### config.mk
export PLATFORM = sky130hd
export DESIGN_NAME = selb_fifo
export DESIGN_NICKNAME = d
export VERILOG_FILES = /design/src/selb_fifo.sv
export SDC_FILE = /design/constraint.sdc
export NUM_CORES = 1
export LEC_CHECK = 0
export BUFFER_PORTS_ARGS = -buffer_cell sky130_fd_sc_hd__buf_2
export CAP_MARGIN = 10
export CORE_UTILIZATION = 40
export CTS_CLUSTER_SIZE = 24
export DETAILED_ROUTE_END_ITERATION = 16
export PLACE_DENSITY_LB_ADDON = 0.1
export SLEW_MARGIN = 20
export SYNTH_ARGS = -nofsm -noshare
export SYNTH_HDL_FRONTEND = slang
export SYNTH_SLANG_ARGS = --single-unit
### constraint.sdc
create_clock -name clk -period 1.8 [get_ports clk]
set_input_delay 0.27 -clock clk [delete_from_list [all_inputs] [get_ports clk]]
set_output_delay 0.27 -clock clk [all_outputs]
set_load 0.05 [all_outputs]
### src/selb_fifo.sv
// ----------------------------------------------------------------------------
// selb_fifo
// Small synchronous queue with push/full and pop/empty sides.
// ----------------------------------------------------------------------------
module selb_fifo #(
	parameter int W     = 8,
	parameter int DEPTH = 4
) (
	input  logic         clk,
	input  logic         arst_n,
	input  logic         push,
	output logic         full,
	input  logic [W-1:0] wdata,
	input  logic         pop,
	output logic         empty,
	output logic [W-1:0] rdata
);
	localparam int PW = (DEPTH > 1) ? $clog2(DEPTH) : 1;

	logic [W-1:0] mem_q [DEPTH];
	logic [PW-1:0] wp_q, rp_q;
	logic [PW:0]   cnt_q;
	logic          do_push, do_pop;

	assign full    = (cnt_q == (PW+1)'(DEPTH));
	assign empty   = (cnt_q == '0);
	assign do_push = push && !full;
	assign do_pop  = pop && !empty;
	assign rdata   = mem_q[rp_q];

	always_ff @(posedge clk) begin
		if (do_push) begin
			mem_q[wp_q] <= wdata;
		end
	end

	always_ff @(posedge clk or negedge arst_n) begin
		if (!arst_n) begin
			wp_q  <= '0;
			rp_q  <= '0;
			cnt_q <= '0;
		end else begin
			if (do_push) begin
				wp_q <= (wp_q == PW'(DEPTH - 1)) ? '0 : wp_q + 1'b1;
			end
			if (do_pop) begin
				rp_q <= (rp_q == PW'(DEPTH - 1)) ? '0 : rp_q + 1'b1;
			end
			if (do_push && !do_pop) begin
				cnt_q <= cnt_q + 1'b1;
			end else if (do_pop && !do_push) begin
				cnt_q <= cnt_q - 1'b1;
			end
		end
	end
endmodule

==> impl_results.md <==
- Core area: 3770 um^2
- Max IR drop VDD: around 0.73 mV
- DR WL/cell: 15.8 um
- Max-cap violations: 0
- CP max-delay cell: mux4_2
- Xor/xnor share of the synthesized area: 0.0162
- Worst EP arrival: 1.57 ns
- RSZ-0062 raised after global routing: true
- Area leader, netlist: edfxtp_1
- Synth cell count leaders: edfxtp_1 (32), mux4_2 (8), dfrtp_1 (7)
- Final Skew: 0.00730 ns
- Leak: 0.805 nW
- Multi-input gate area: 488 um^2
- Synth cell types: 19
- Worst-path clk slew: roughly 0.08 ns
- Layout net count: 135
- Largest family of logic cells by synthesized area: multiplexers
- Synth Area in Compound Gates: 0
- Max Freq: 544 MHz
- Min Hold Slack: 0.186 ns
- Largest net degree at the start of global routing: 14
- Vias in the first global route: 889
- CP bufs+invs: 2
- Port Buf Inserts: 21
- TritonCTS Sinks: 39
- Die Area: 4310 um^2
- Highest routed layer: met4
- Area Growth Syn to Fin: 28.9%
- ANT nets after route: 0
- Core Util, Final: 0.554
- Clock root buffer: clkbuf_8
- Max_slew headroom: 0.700
- Synth warn: 0
- P per Cell Area: around 1900 nW/um^2
- Worst-margin pin slew: 0.450 ns
- Num ports: 22
- Required time of the critical path: 1.53 ns
- Initial antenna violation count: 0
- Final period utilization: 1.02
- Dpl ws: -0.0588 ns
- Site Rows: 22
- Total power draw: 4.04 mW
- Met2 routed WL: ~1400 um
- Post-synthesis simple-gate area fraction: 0.0541
- Worst Setup Slack, final: -0.0381 ns
- Routability cong.: 0.761
- Post-synth top flop: edfxtp_1
- Top post-synthesis cells by area: edfxtp_1 (59%), mux4_2 (11%), dfrtp_1 (11%)
- Post-DP HPWL: 1790 um
- Setup CP Type: flop to primary output
- CP Cell Sequence: buf_12 > mux4_2 > buf_8
- Worst Path Max Fanout: 6
- Mapped Nets: 98
- EDFF count, synth: 32
- Final wirelength: 2610 um
- Synth Cell Area: 1620 um^2
- Cts bufs inserted: 5
- Crit path capture type: primary output
- Status: finished, violations left
- Max incr delay on CP: 0.53 ns
- Hold Violations, Final: 0
- GR Overflow Total: 0
- Final setup viols: 5
- Metal-1 WL: 1060 um
- GRT Resource Usage Total: 0.149
- R2R cell count: 6
- Crit start category: flop
- Drt drc: 0
- Initial Util: 0.430
- HP Class: primary input to flop
- Clock Path Buffers: 2
- Mean Syn Cell Area: 20.5 um^2
- Synth Area in Adders: 0.0587
- Initial DRC count: 16
- Worst Hold Path Cells: 1
- Most frequent cell after synthesis: edfxtp_1
- Multiplexer share of the synthesized area: 0.151
- Latest clock arrival within the worst-skew pair: 0.29 ns
- Cells after synthesis: approximately 80
- Die height: ~66 um
- Yosys top cell area share: 0.593
- CTS tree: done
- Fraction of registers with async set/reset: 0.179
- Post-synthesis sequential area ratio: 0.701
- Global-route wire length before repair: approximately 4300 um
- Min Tclk post-route: roughly 1.8 ns
- Register area: 1140 um^2
- Synth Register Bits: 39
- Layout cells sized above 1: 0.573
- Failing checks: setup timing
- FILL cells: 307
- Metal3 WL: 114 um
- Via count: 801
- Die W: between 60 and 70 um
- Levels on crit path: 3
- Critical path's top delay family: multiplexers
- CTS H-tree depth: 2
- Vias/cell: 4.85
- Max-slew violation count: 0
- Initial DRT Pass Iterations: 3
- # diodes: 0
[sequential cells by signal, indices dropped and copies added, names as in the netlist]
| name | cells |
|---|---|
| mem_q | 32 |
| cnt_q | 3 |
| rp_q | 2 |
| wp_q | 2 |
[power by group]
part           switching (mW)  total [mW]  internal (mW)  leakage [nW]
Combinational           0.976        1.87          0.896         0.371
Clock                   0.304       0.760          0.456        0.0618
Sequential              0.183        1.41           1.23         0.372
[path summary, 6_finish.rpt]
path	from	end	slack [ns]
min reg2reg	cnt_q[2]	cnt_q[2]	0.52
max	rp_q[0]	rdata[2]	-0.04
max reg2reg	cnt_q[1]	cnt_q[1]	0
min	wdata[1]	mem_q[1][1]	0.19
max in group asynchronous	arst_n	cnt_q[1]	1.28
min in group asynchronous	arst_n	rp_q[0]	0.34
[layout by cell type (no fill, tap or decap)]
cell type and n:
edfxtp_1 32, buf_2 13, buf_4 9, mux4_2 8
buf_6 8, clkbuf_8 6, ha_1 5, and2_4 4
dfrtp_1 4, mux2_4 3, nor2_1 3, dfrtp_2 3
inv_1 2, mux2_2 2, xor2_1 2, nor3b_4 1
nor2b_2 1, nor3_4 1, nand2b_4 1, inv_2 1
xnor2_1 1, fa_2 1, ha_4 1, bufinv_16 1
inv_6 1, dlygate4sd3_1 1, buf_8 1, buf_12 1
[layout make-up]
| class | instances | area share |
|---|---|---|
| multi-input cells | 34 | 0.234 |
| inverters | 3 | 0.00539 |
| clock buffers | 6 | 0.0395 |
| well taps | 48 | 0.0288 |
| flip-flops and latches | 39 | 0.546 |
| clock inverters | 2 | 0.0186 |
| repair buffers | 33 | 0.128 |
[worst register-to-register path: stages (launching register included)]
cell and delay (ns):
dfrtp_2 0.46, nor3b_4 0.23, nor2b_2 0.08, ha_4 0.16, inv_2 0.05, fa_2 0.43
mux2_4 0.28
[kinds of logic (layout without fill, tap and decap cells)]
group	Yosys count	after routing
adders and majority gates	7	7
and+or+nand+nor	11	11
xor gates and xnor gates	3	3
muxes	13	13
DFF	39	39
buffers and inverters	6	44
[metrics by stage]
step	setup TNS [ns]	cell area [um^2]	instances
after floorplan	-0.774	1650	79
after global placement	0	1830	149
after detailed placement	-0.0948	1830	149
after CTS	-0.173	2060	163
after global routing	-0.663	2090	165
final	-0.0883	2090	165
[timing repair]
action,CTS,global route
setup endpoints to repair,10,42
hold buffers,1,0
setup buffers,5,2
gates resized for setup,19,7
hold endpoints to repair,7,0
pin swaps,2,3
[layer usage]
metal  up-vias  GRT usage
met5         -          0
met4         0     0.0734
met3         5     0.0642
met2        17      0.236
met1       404      0.173
li1        375          -
Note: power is estimated with default switching activity, not from simulation.
