==> src/selb_pkg.sv <==
// ----------------------------------------------------------------------------
// selb_pkg
// Types, codes and sizes shared by the service endpoint load balancer.
// ----------------------------------------------------------------------------
package selb_pkg;

	localparam int SERVICE_SLOTS_DEF  = 16;
	localparam int ENDPOINT_SLOTS_DEF = 32;
	localparam int SID_LIMIT          = 16;
	localparam int CMD_DEPTH          = 4;
	localparam int RES_DEPTH          = 2;

	localparam logic [1:0] OP_REGISTER = 2'd0;
	localparam logic [1:0] OP_ADD      = 2'd1;
	localparam logic [1:0] OP_REQUEST  = 2'd2;
	localparam logic [1:0] OP_IGNORE   = 2'd3;

	localparam logic [2:0] MODE_ROUND_ROBIN = 3'd1;
	localparam logic [2:0] MODE_LEAST_CONN  = 3'd2;
	localparam logic [2:0] MODE_FIRST_OK    = 3'd3;
	localparam logic [2:0] MODE_RANDOM      = 3'd4;

	localparam logic [1:0] ST_OK     = 2'd0;
	localparam logic [1:0] ST_FULL   = 2'd1;
	localparam logic [1:0] ST_BAD_ID = 2'd2;
	localparam logic [1:0] ST_NONE   = 2'd3;

	typedef struct packed {
		logic [1:0]  opcode;
		logic [3:0]  svc_num;
		logic [2:0]  algorithm;
		logic [31:0] current_time;
	} req_t;

	typedef struct packed {
		logic [1:0] status;
		logic [4:0] index;
	} rsp_t;

	typedef enum logic [2:0] {
		K_RESULT,
		K_CLEAR,
		K_INC,
		K_LEAST,
		K_MOD
	} kind_t;

	typedef struct packed {
		kind_t       kind;
		logic [3:0]  sid;
		logic [4:0]  idx;
		logic [5:0]  n;
		logic [31:0] value;
		logic [1:0]  status;
	} cmd_t;

endpackage

==> src/selb_front.sv <==
// ----------------------------------------------------------------------------
// selb_front
// Accepts items, keeps the service table and turns each item other than an ignore into a command.
// ----------------------------------------------------------------------------
module selb_front import selb_pkg::*; #(
	parameter int SERVICE_SLOTS  = SERVICE_SLOTS_DEF,
	parameter int ENDPOINT_SLOTS = ENDPOINT_SLOTS_DEF
) (
	input  logic clk,
	input  logic arst_n,
	input  logic accept,
	input  req_t req,
	output logic cmd_push,
	output cmd_t cmd
);
	localparam int NSVC  = (SERVICE_SLOTS < SID_LIMIT) ? SERVICE_SLOTS : SID_LIMIT;
	localparam int SVI_W = (NSVC > 1) ? $clog2(NSVC) : 1;
	localparam int SCW   = $clog2(SERVICE_SLOTS + 1);

	logic [SCW-1:0] su_q;
	logic [5:0]     eu_q   [NSVC];
	logic [2:0]     mode_q [NSVC];
	logic [4:0]     rp_q   [NSVC];

	logic [SVI_W-1:0] sidx, widx;
	logic [5:0]       n;
	logic [4:0]       rp, rp_nxt;
	logic             sid_ok, svc_full, ep_full;

	assign sidx     = req.svc_num[SVI_W-1:0];
	assign widx     = su_q[SVI_W-1:0];
	assign sid_ok   = 32'(req.svc_num) < 32'(su_q);
	assign svc_full = 32'(su_q) >= SERVICE_SLOTS;
	assign n        = eu_q[sidx];
	assign rp       = rp_q[sidx];
	assign ep_full  = 32'(n) >= ENDPOINT_SLOTS;
	assign rp_nxt   = (6'(rp) + 6'd1 == n) ? 5'd0 : rp + 5'd1;
	assign cmd_push = accept && (req.opcode != OP_IGNORE);

	always_comb begin
		cmd        = '0;
		cmd.kind   = K_RESULT;
		cmd.sid    = req.svc_num;
		cmd.n      = n;
		cmd.status = ST_OK;
		case (req.opcode)
			OP_REGISTER: begin
				if (svc_full) begin
					cmd.status = ST_FULL;
				end else begin
					cmd.idx = 5'(su_q);
				end
			end
			OP_ADD: begin
				if (!sid_ok) begin
					cmd.status = ST_BAD_ID;
				end else if (ep_full) begin
					cmd.status = ST_FULL;
				end else begin
					cmd.kind = K_CLEAR;
					cmd.idx  = n[4:0];
				end
			end
			OP_REQUEST: begin
				if (!sid_ok) begin
					cmd.status = ST_BAD_ID;
				end else if (n == '0) begin
					cmd.status = ST_NONE;
				end else begin
					case (mode_q[sidx])
						MODE_ROUND_ROBIN: begin
							cmd.kind = K_INC;
							cmd.idx  = rp;
						end
						MODE_LEAST_CONN: cmd.kind = K_LEAST;
						MODE_FIRST_OK:   cmd.kind = K_INC;
						MODE_RANDOM: begin
							cmd.kind  = K_MOD;
							cmd.value = (req.current_time << 3) - req.current_time
								+ 32'(req.svc_num);
						end
						default: cmd.status = ST_NONE;
					endcase
				end
			end
			default: cmd.status = ST_OK;
		endcase
	end

	always_ff @(posedge clk) begin
		if (accept) begin
			if (req.opcode == OP_REGISTER && !svc_full && 32'(su_q) < NSVC) begin
				eu_q[widx]   <= '0;
				mode_q[widx] <= req.algorithm;
				rp_q[widx]   <= '0;
			end
			if (req.opcode == OP_ADD && sid_ok && !ep_full) begin
				eu_q[sidx] <= n + 6'd1;
			end
			if (req.opcode == OP_REQUEST && sid_ok && n != '0
					&& mode_q[sidx] == MODE_ROUND_ROBIN) begin
				rp_q[sidx] <= rp_nxt;
			end
		end
	end

	always_ff @(posedge clk or negedge arst_n) begin
		if (!arst_n) begin
			su_q <= '0;
		end else if (accept && req.opcode == OP_REGISTER && !svc_full) begin
			su_q <= su_q + 1'b1;
		end
	end
endmodule

==> config.mk <==
export PLATFORM = sky130hd
export DESIGN_NAME = selb_front
export DESIGN_NICKNAME = d
export VERILOG_FILES = /design/src/selb_pkg.sv /design/src/selb_front.sv
export SDC_FILE = /design/constraint.sdc
export NUM_CORES = 1
export LEC_CHECK = 0
export CAP_MARGIN = 20
export CORE_ASPECT_RATIO = 1.25
export CORE_MARGIN = 2
export CORE_UTILIZATION = 67
export CTS_CLUSTER_SIZE = 25
export DETAILED_ROUTE_END_ITERATION = 16
export DONT_BUFFER_PORTS = 1
export GPL_TIMING_DRIVEN = 0
export HOLD_SLACK_MARGIN = 0.1
export PLACE_DENSITY = 0.83
export SYNTH_ARGS = -nofsm -noshare
export SYNTH_HDL_FRONTEND = slang
export SYNTH_SLANG_ARGS = --single-unit
==> constraint.sdc <==
create_clock -name clk -period 5.88 [get_ports clk]
set_input_delay 0.588 -clock clk [delete_from_list [all_inputs] [get_ports clk]]
set_output_delay 0.588 -clock clk [all_outputs]
set_load 0.005 [all_outputs]
==> key figures, run 1 <==
Status
  • Outcome: completed

Route
  • Vias per cell: 6.97
  • DRC: 0
  • First DRT Iteration DRCs: 1045
  • Initial DRT Pass Iterations: 6
  • ANT nets after route: 0
  • Vias: 8041
  • Final WL: 29.2 mm
  • Routed wire length per instance: 25.3 um

Clocking
  • TritonCTS clock tree: done
  • Worst skew pair latency: 0.52 ns
  • Num CTS Buffers: 22
  • Root buffer cell: clkbuf_16
  • Post_cts resized: 0
  • Clk slew on worst S/H paths: 0.07 ns
  • Clock Path Buffers: 3
  • Total clock sinks: 229
  • H-tree level count: 1

Worst setup path
  • Family with the most delay on the worst path: buffers and inverters
  • Critical-path maximum fanout: 10
  • CP required: 5.29 ns
  • CP arrival: 4.98 ns
  • Setup CP Type: input port to primary output
  • Crit-path cells: buf_2, buf_2, buf_4, buf_2, buf_1, mux4_2, a22oi_1, nand2_1, inv_1, ha_1, nand2b_1, or4_4, o211ai_2, nor4_4, a222oi_1, nor2_1
  • Slowest CP cell: buf_1
  • Critical path endpoint category: primary output
  • CP dominant cell by count: buf_2
  • Worst path bufs/invs: 6
  • Crit start category: input port
  • Worst path max stage delay: 0.47 ns

Yosys
  • Share of flip-flops with an asynchronous set or reset: 2.18%
  • Post-synth top area share: 54.8%
  • Adder and majority gate portion of the synthesized area: 7.96%
  • Cell with the most instances after synthesis: edfxtp_1
  • Avg Cell Area, Syn: 14.0 um2
  • Area leader, netlist: edfxtp_1
  • Top post-synthesis cells by count: edfxtp_1, ha_1, mux4_2
  • Synth area leaders: edfxtp_1, mux4_2, ha_1, nor2_1, inv_1
  • Mux share of post-synthesis cell area: 13.5%
  • Sequential-to-total area share from yosys stat: 55.8%
  • Largest family of logic cells by synthesized area: multiplexers
  • Top FF cell, synth: edfxtp_1
  • Synth Area in XOR/XNOR: 2.28%
  • Yosys warning count: 0
  • Synth Area in Simple Gates: 9.48%
  • Mapped Cells: 879
  • Compound-Gate Fraction of Synth Area: 7.29%
  • Mapped Nets: 1000
  • Post-Syn Area: 12300 um2
  • Post-synth EDFFs: 224
  • Cell variety after synth: 63
  • Post-synthesis register bit count: 229

Floorplanning
  • Die Area: 19400 um2
  • Starting density of the core: 68.1%
  • Chip Height: 155 um
  • IO Pins: 97
  • Die X: 125 um
  • # rows: 55
  • Core box area: 18000 um2

Timing
  • Max Fclk: 180 MHz
  • Clock Skews: 0.0342 ns
  • Slew margin rel.: 23.7%
  • Worst Tran Pin Value: 1.13 ns
  • Unrepaired setup endpoints after global routing: false
  • Hold Slack: 0.161 ns
  • Final count of hold timing violations: 0
  • Final setup violation count: 0
  • Slew Viols, Final: 0
  • Min cycle time layout: 5.56 ns
  • Fin crit share: 94.6%

Job
  • Maxcap violations: 0

Power
  • Switching part of the total: 26.1%
  • Clk network pwr share: 36.2%
  • Lkg Pwr: 5.22 nW
  • Sw Pwr: 1.04 mW
  • Flop pwr share: 46.6%
  • P_int: 2.94 mW
  • Gate power share: 17.2%
  • Cell Pwr Density: 297 nW/um2
  • Max IR drop VDD: 0.388 mV

Global route
  • Vias in the first global route: 8243
  • Global Route Usage Sum: 30.0%
  • Remaining global-route overflow: 0
  • Largest net degree at the start of global routing: 17
  • Global-route wire length before repair: 45.2 mm
  • Initial antenna violation count: 0

Finish
  • Fin util: 74.1%
  • P&R area growth vs syn: 8.75%
  • Multi-input gate area: 4990 um2
  • N_diodes: 0
  • # nets final: 1033
  • Fillcell total: 1094
  • Register Area: 6850 um2
  • Layout cell share with drive strength beyond 1: 15.4%
  • Non-filler cells, final: 1154

Worst hold path
  • Worst Hold Class: input port to register

Place
  • DPL Wire Length: 20.9 mm
  • GPL Wtd Cong: 0.944
  • Port bufs: 0
  • Placed Instances: 1112
## power by group through the flow
stage	logic [mW]	registers (mW)	clock network, mW
global placement	0.624	1.88	0
detailed placement	0.655	1.88	0
floorplan	0.490	1.88	0
CTS	0.663	1.85	1.44
global route	0.739	1.85	1.50
finish	0.683	1.85	1.44
## repair_timing
item,4_1_cts,5_1_grt
hold endpoints to repair,5,0
hold buffers,1,0
setup buffers,0,0
## sequential cells by signal, summed over array words and instances (netlist names)
register and cells:
su_q 5, rp_q 80, mode_q 48, eu_q 96
## final timing paths
kind                         start            end  slack, ns  depth (start not counted)
setup / recovery           req[36]        cmd[42]       0.32                         16
hold / removal             req[34]  mode_q[13][2]       0.16                          0
setup reg to reg           su_q[1]     eu_q[1][5]       1.55                         10
hold reg to reg            su_q[2]        su_q[2]       0.59                          1
max in group asynchronous   arst_n        su_q[4]       5.29                          1
min in group asynchronous   arst_n        su_q[0]       0.37                          1
## layout make-up
| class | count | share of cell area [%] |
|---|---|---|
| well taps | 228 | 2.14 |
| multi-input cells | 560 | 37.3 |
| repair buffers | 9 | 0.393 |
| flip-flops and latches | 229 | 51.3 |
| clock buffers | 26 | 4.23 |
| inverters | 53 | 1.49 |
| plain buffers | 37 | 1.90 |
| clock inverters | 12 | 1.25 |
## per-stage QoR
stage               setup slack, ns  setup TNS [ns]  power [mW]  cell area (um2)
global placement             -0.127           -2.12        2.51            12600
CTS                           0.489               0        3.96            13300
global route                  0.131               0        4.10            13400
finish                        0.315               0        3.97            13400
floorplan                      1.38               0        2.37            12300
detailed placement            0.251               0        2.54            12600
## logic make-up (layout without fill, tap and decap cells)
kind of cell,Yosys count,in the layout
AOI/OAI and AO/OA,133,133
xor gates and xnor gates,32,32
adders and majority gates,77,77
buffers and inverters,90,137
DFF,229,229
muxes,86,86
and+or+nand+nor,232,232
## layer usage
layer  vias to the layer above  share of wire [%]  global-route usage, %
li1                       3457                  -                      -
met1                      3942                 35                   37.4
met2                       511                 50                   51.4
met3                       131                9.5                   5.47
met4                         0                5.0                   14.3
met5                         -                  0                      0
## placed cells by master (no fill, tap or decap), types with 22 or more instances in the layout
| master | count |
|---|---|
| mux4_2 | 61 |
| nand2_1 | 52 |
| nor2_1 | 57 |
| and2_1 | 27 |
| inv_1 | 52 |
| nor3_1 | 27 |
| o21ai_0 | 27 |
| nand3_1 | 25 |
| a21oi_1 | 27 |
| ha_1 | 75 |
| edfxtp_1 | 224 |
| clkbuf_16 | 22 |
Note: power is estimated with default switching activity, not from simulation.
==> inputs of run 2 (changes only) <==
--- a/config.mk
+++ b/config.mk
@@ -8,13 +8,13 @@
 export CAP_MARGIN = 20
 export CORE_ASPECT_RATIO = 1.25
 export CORE_MARGIN = 2
-export CORE_UTILIZATION = 67
+export CORE_UTILIZATION = 55
 export CTS_CLUSTER_SIZE = 25
 export DETAILED_ROUTE_END_ITERATION = 16
 export DONT_BUFFER_PORTS = 1
 export GPL_TIMING_DRIVEN = 0
 export HOLD_SLACK_MARGIN = 0.1
-export PLACE_DENSITY = 0.83
+export PLACE_DENSITY = 0.7
 export SYNTH_ARGS = -nofsm -noshare
 export SYNTH_HDL_FRONTEND = slang
 export SYNTH_SLANG_ARGS = --single-unit
==> key figures, run 2 (same netlist as run 1, synthesis figures left out) <==
Worst setup path
  • Critical-path maximum fanout: 10 (unchanged)
  • Crit start category: input port
  • Critical path endpoint category: primary output
  • Setup CP Type: input port to primary output
  • CP arrival: 4.77 ns (-0.21 ns)
  • CP required: 5.29 ns (about the same)
  • R2R cell count: 10 (unchanged)

Floorplanning
  • IO Pins: 97 (unchanged)
  • # rows: 61 (+11%)
  • Die X: 138 um (+10%)
  • Starting density of the core: 55.7% (-12 points)
  • Chip Height: 171 um (+10%)
  • Core box area: 22100 um2 (+22%)
  • Die Area: 23600 um2 (+21%)

Job
  • Maxcap violations: 0 (unchanged)

Finish
  • Reg with most FFs: eu_q
  • Max reg flops: 96 (unchanged)
  • Fillcell total: 1633 (+49%)
  • Commonest non-fill, non-tap cell in the layout: edfxtp_1
  • Layout cell share with drive strength beyond 1: 15.9% (+0.51 points)
  • Largest regs: eu_q x96, rp_q x80, mode_q x48
  • N_diodes: 0 (unchanged)
  • # nets final: 1033 (unchanged)
  • P&R area growth vs syn: 9.34%
  • Commonest cells after routing, fill and taps aside: edfxtp_1, ha_1, mux4_2
  • Non-Filler Cell Area, Final: 13400 um2 (+0.54%)

Timing
  • Max Fclk: 187 MHz (+3.9%)
  • Fin crit share: 91.1% (-3.6 points)
  • Final count of hold timing violations: 0 (unchanged)
  • Clock Skews: 0.0420 ns (+0.00784 ns)
  • Worst Tran Pin Value: 1.14 ns (+0.00362 ns)
  • Final TNS setup: 0 ns (unchanged)
  • Final setup violation count: 0 (unchanged)
  • Slew margin rel.: 23.5% (-0.24 points)
  • Fin worst setup slack: 0.525 ns (+0.210 ns)
  • Slew Viols, Final: 0 (unchanged)
  • Unrepaired setup endpoints after global routing: false
  • Min cycle time layout: 5.36 ns (-0.210 ns)

Power
  • Max IR drop VDD: 0.213 mV (-45%)
  • Clk network pwr share: 35.7% (-0.5 points)
  • Lkg Pwr: 5.20 nW (-0.24%)
  • Flop pwr share: 47.3% (+0.7 points)
  • Cell Pwr Density: 291 nW/um2 (-2.2%)
  • P_int: 2.86 mW (-2.6%)
  • Sw Pwr: 1.05 mW (+1.0%)
  • Gate power share: 17.0% (-0.2 points)
  • Switching part of the total: 26.8% (+0.71 points)
  • Final Power: 3.91 mW (-1.6%)

Route
  • Initial DRT Pass Iterations: 6 (unchanged)
  • First DRT Iteration DRCs: 754 (-28%)
  • Vias per cell: 6.22 (-11%)
  • DRC: 0 (unchanged)
  • Final WL: 27.5 mm (-5.9%)
  • Vias: 7529 (-6.4%)
  • Routed wire length per instance: 22.7 um (-10%)
  • ANT nets after route: 0 (unchanged)

Global route
  • Largest net degree at the start of global routing: 17 (unchanged)
  • Global Route Usage Sum: 23.4% (-6.7 points)
  • Vias in the first global route: 7332 (-11%)
  • Initial antenna violation count: 0 (unchanged)
  • Remaining global-route overflow: 0 (unchanged)
  • Global-route wire length before repair: 41.1 mm (-9.0%)

Clocking
  • Root buffer cell: clkbuf_16
  • Clk slew on worst S/H paths: 0.06 ns (about the same)
  • Num CTS Buffers: 22 (unchanged)
  • H-tree level count: 1 (unchanged)
  • Post_cts resized: 0 (unchanged)
  • Total clock sinks: 229 (unchanged)
  • Worst skew pair latency: 0.54 ns (+0.02 ns)
  • TritonCTS clock tree: done
  • Clock Path Buffers: 3 (unchanged)

Worst hold path
  • Hold depth: 0 (unchanged)
  • Worst Hold Class: input port to register

Place
  • GPL Wtd Cong: 0.880 (-6.8%)
  • Worst slack at placement: 0.254 ns (+0.00325 ns)
  • Area after DPL: 12700 um2 (+0.61%)
  • Port bufs: 0 (unchanged)
  • DPL Wire Length: 20.5 mm (-1.9%)

Status
  • Outcome: completed
## run 2: changes by cell type in the layout (fill, tap and decap cells not counted), sizes merged
| cell | delta |
|---|---|
| buf | -1 |
| bufinv | -2 |
| clkinv | +1 |
| clkinvlp | +3 |
| inv | +1 |
## run 2: through the flow
| step | std cells | utilization, % | hold slack (ns) |
|---|---|---|---|
| after floorplan | 879 | - | 0.292 |
| after global placement | 1162 | 57.3 | 0.293 |
| after detailed placement | 1166 | 57.5 | 0.293 |
| after CTS | 1207 | 60.8 | 0.139 |
| after global routing | 1211 | 60.9 | 0.140 |
| final | 1211 | 60.9 | 0.149 |
## run 2: worst max-delay path: stages
cell and delay (ns):
buf_2 0.27, buf_2 0.36, buf_4 0.29, buf_2 0.32
buf_1 0.45, mux4_2 0.38, a22oi_1 0.20, nand2_1 0.29
inv_1 0.12, ha_1 0.15, nand2b_1 0.05, or4_4 0.44
o211ai_2 0.16, nor4_4 0.13, a222oi_1 0.44, nor2_1 0.11
## run 2: final cells by class
cell class	instances	area, um2	area share [%]
flip-flops and latches	229	6850	51.0
multi-input cells	560	5000	37.2
inverters	53	199	1.48
well taps	283	354	2.64
plain buffers	37	254	1.89
repair buffers	9	57.6	0.428
clock buffers	25	562	4.18
clock inverters	15	159	1.18
## run 2: metal layers
layer / vias up / global-route usage, % / share of wire (%)
met5: - / 0 / 0
met4: 0 / 7.66 / 3.1
met1: 3706 / 30.6 / 40
met2: 303 / 40.3 / 50
met3: 57 / 3.05 / 7.2
li1: 3463 / - / -
## run 2: power groups by stage
stage / Combinational (mW) / Clock, mW / Sequential, mW
floorplan: 0.490 / 0 / 1.88
CTS: 0.658 / 1.41 / 1.85
global route: 0.726 / 1.48 / 1.85
finish: 0.664 / 1.39 / 1.85
detailed placement: 0.652 / 0 / 1.89
global placement: 0.642 / 0 / 1.88
## run 2: timing repair
action | 4_1_cts | 5_1_grt
hold buffers | 1 | 0
hold endpoints to repair | 5 | 0
buffers inserted | 0 | 0
## run 2: path summary, 6_finish.rpt
| path | start | end | slack [ns] |
|---|---|---|---|
| worst max-delay path | req[36] | cmd[41] | 0.52 |
| max in group asynchronous | arst_n | su_q[4] | 5.29 |
| worst min-delay path | req[33] | mode_q[6][1] | 0.15 |
| worst max register to register | su_q[1] | eu_q[4][5] | 1.65 |
| worst min register to register | su_q[2] | su_q[2] | 0.59 |
| min in group asynchronous | arst_n | su_q[0] | 0.37 |
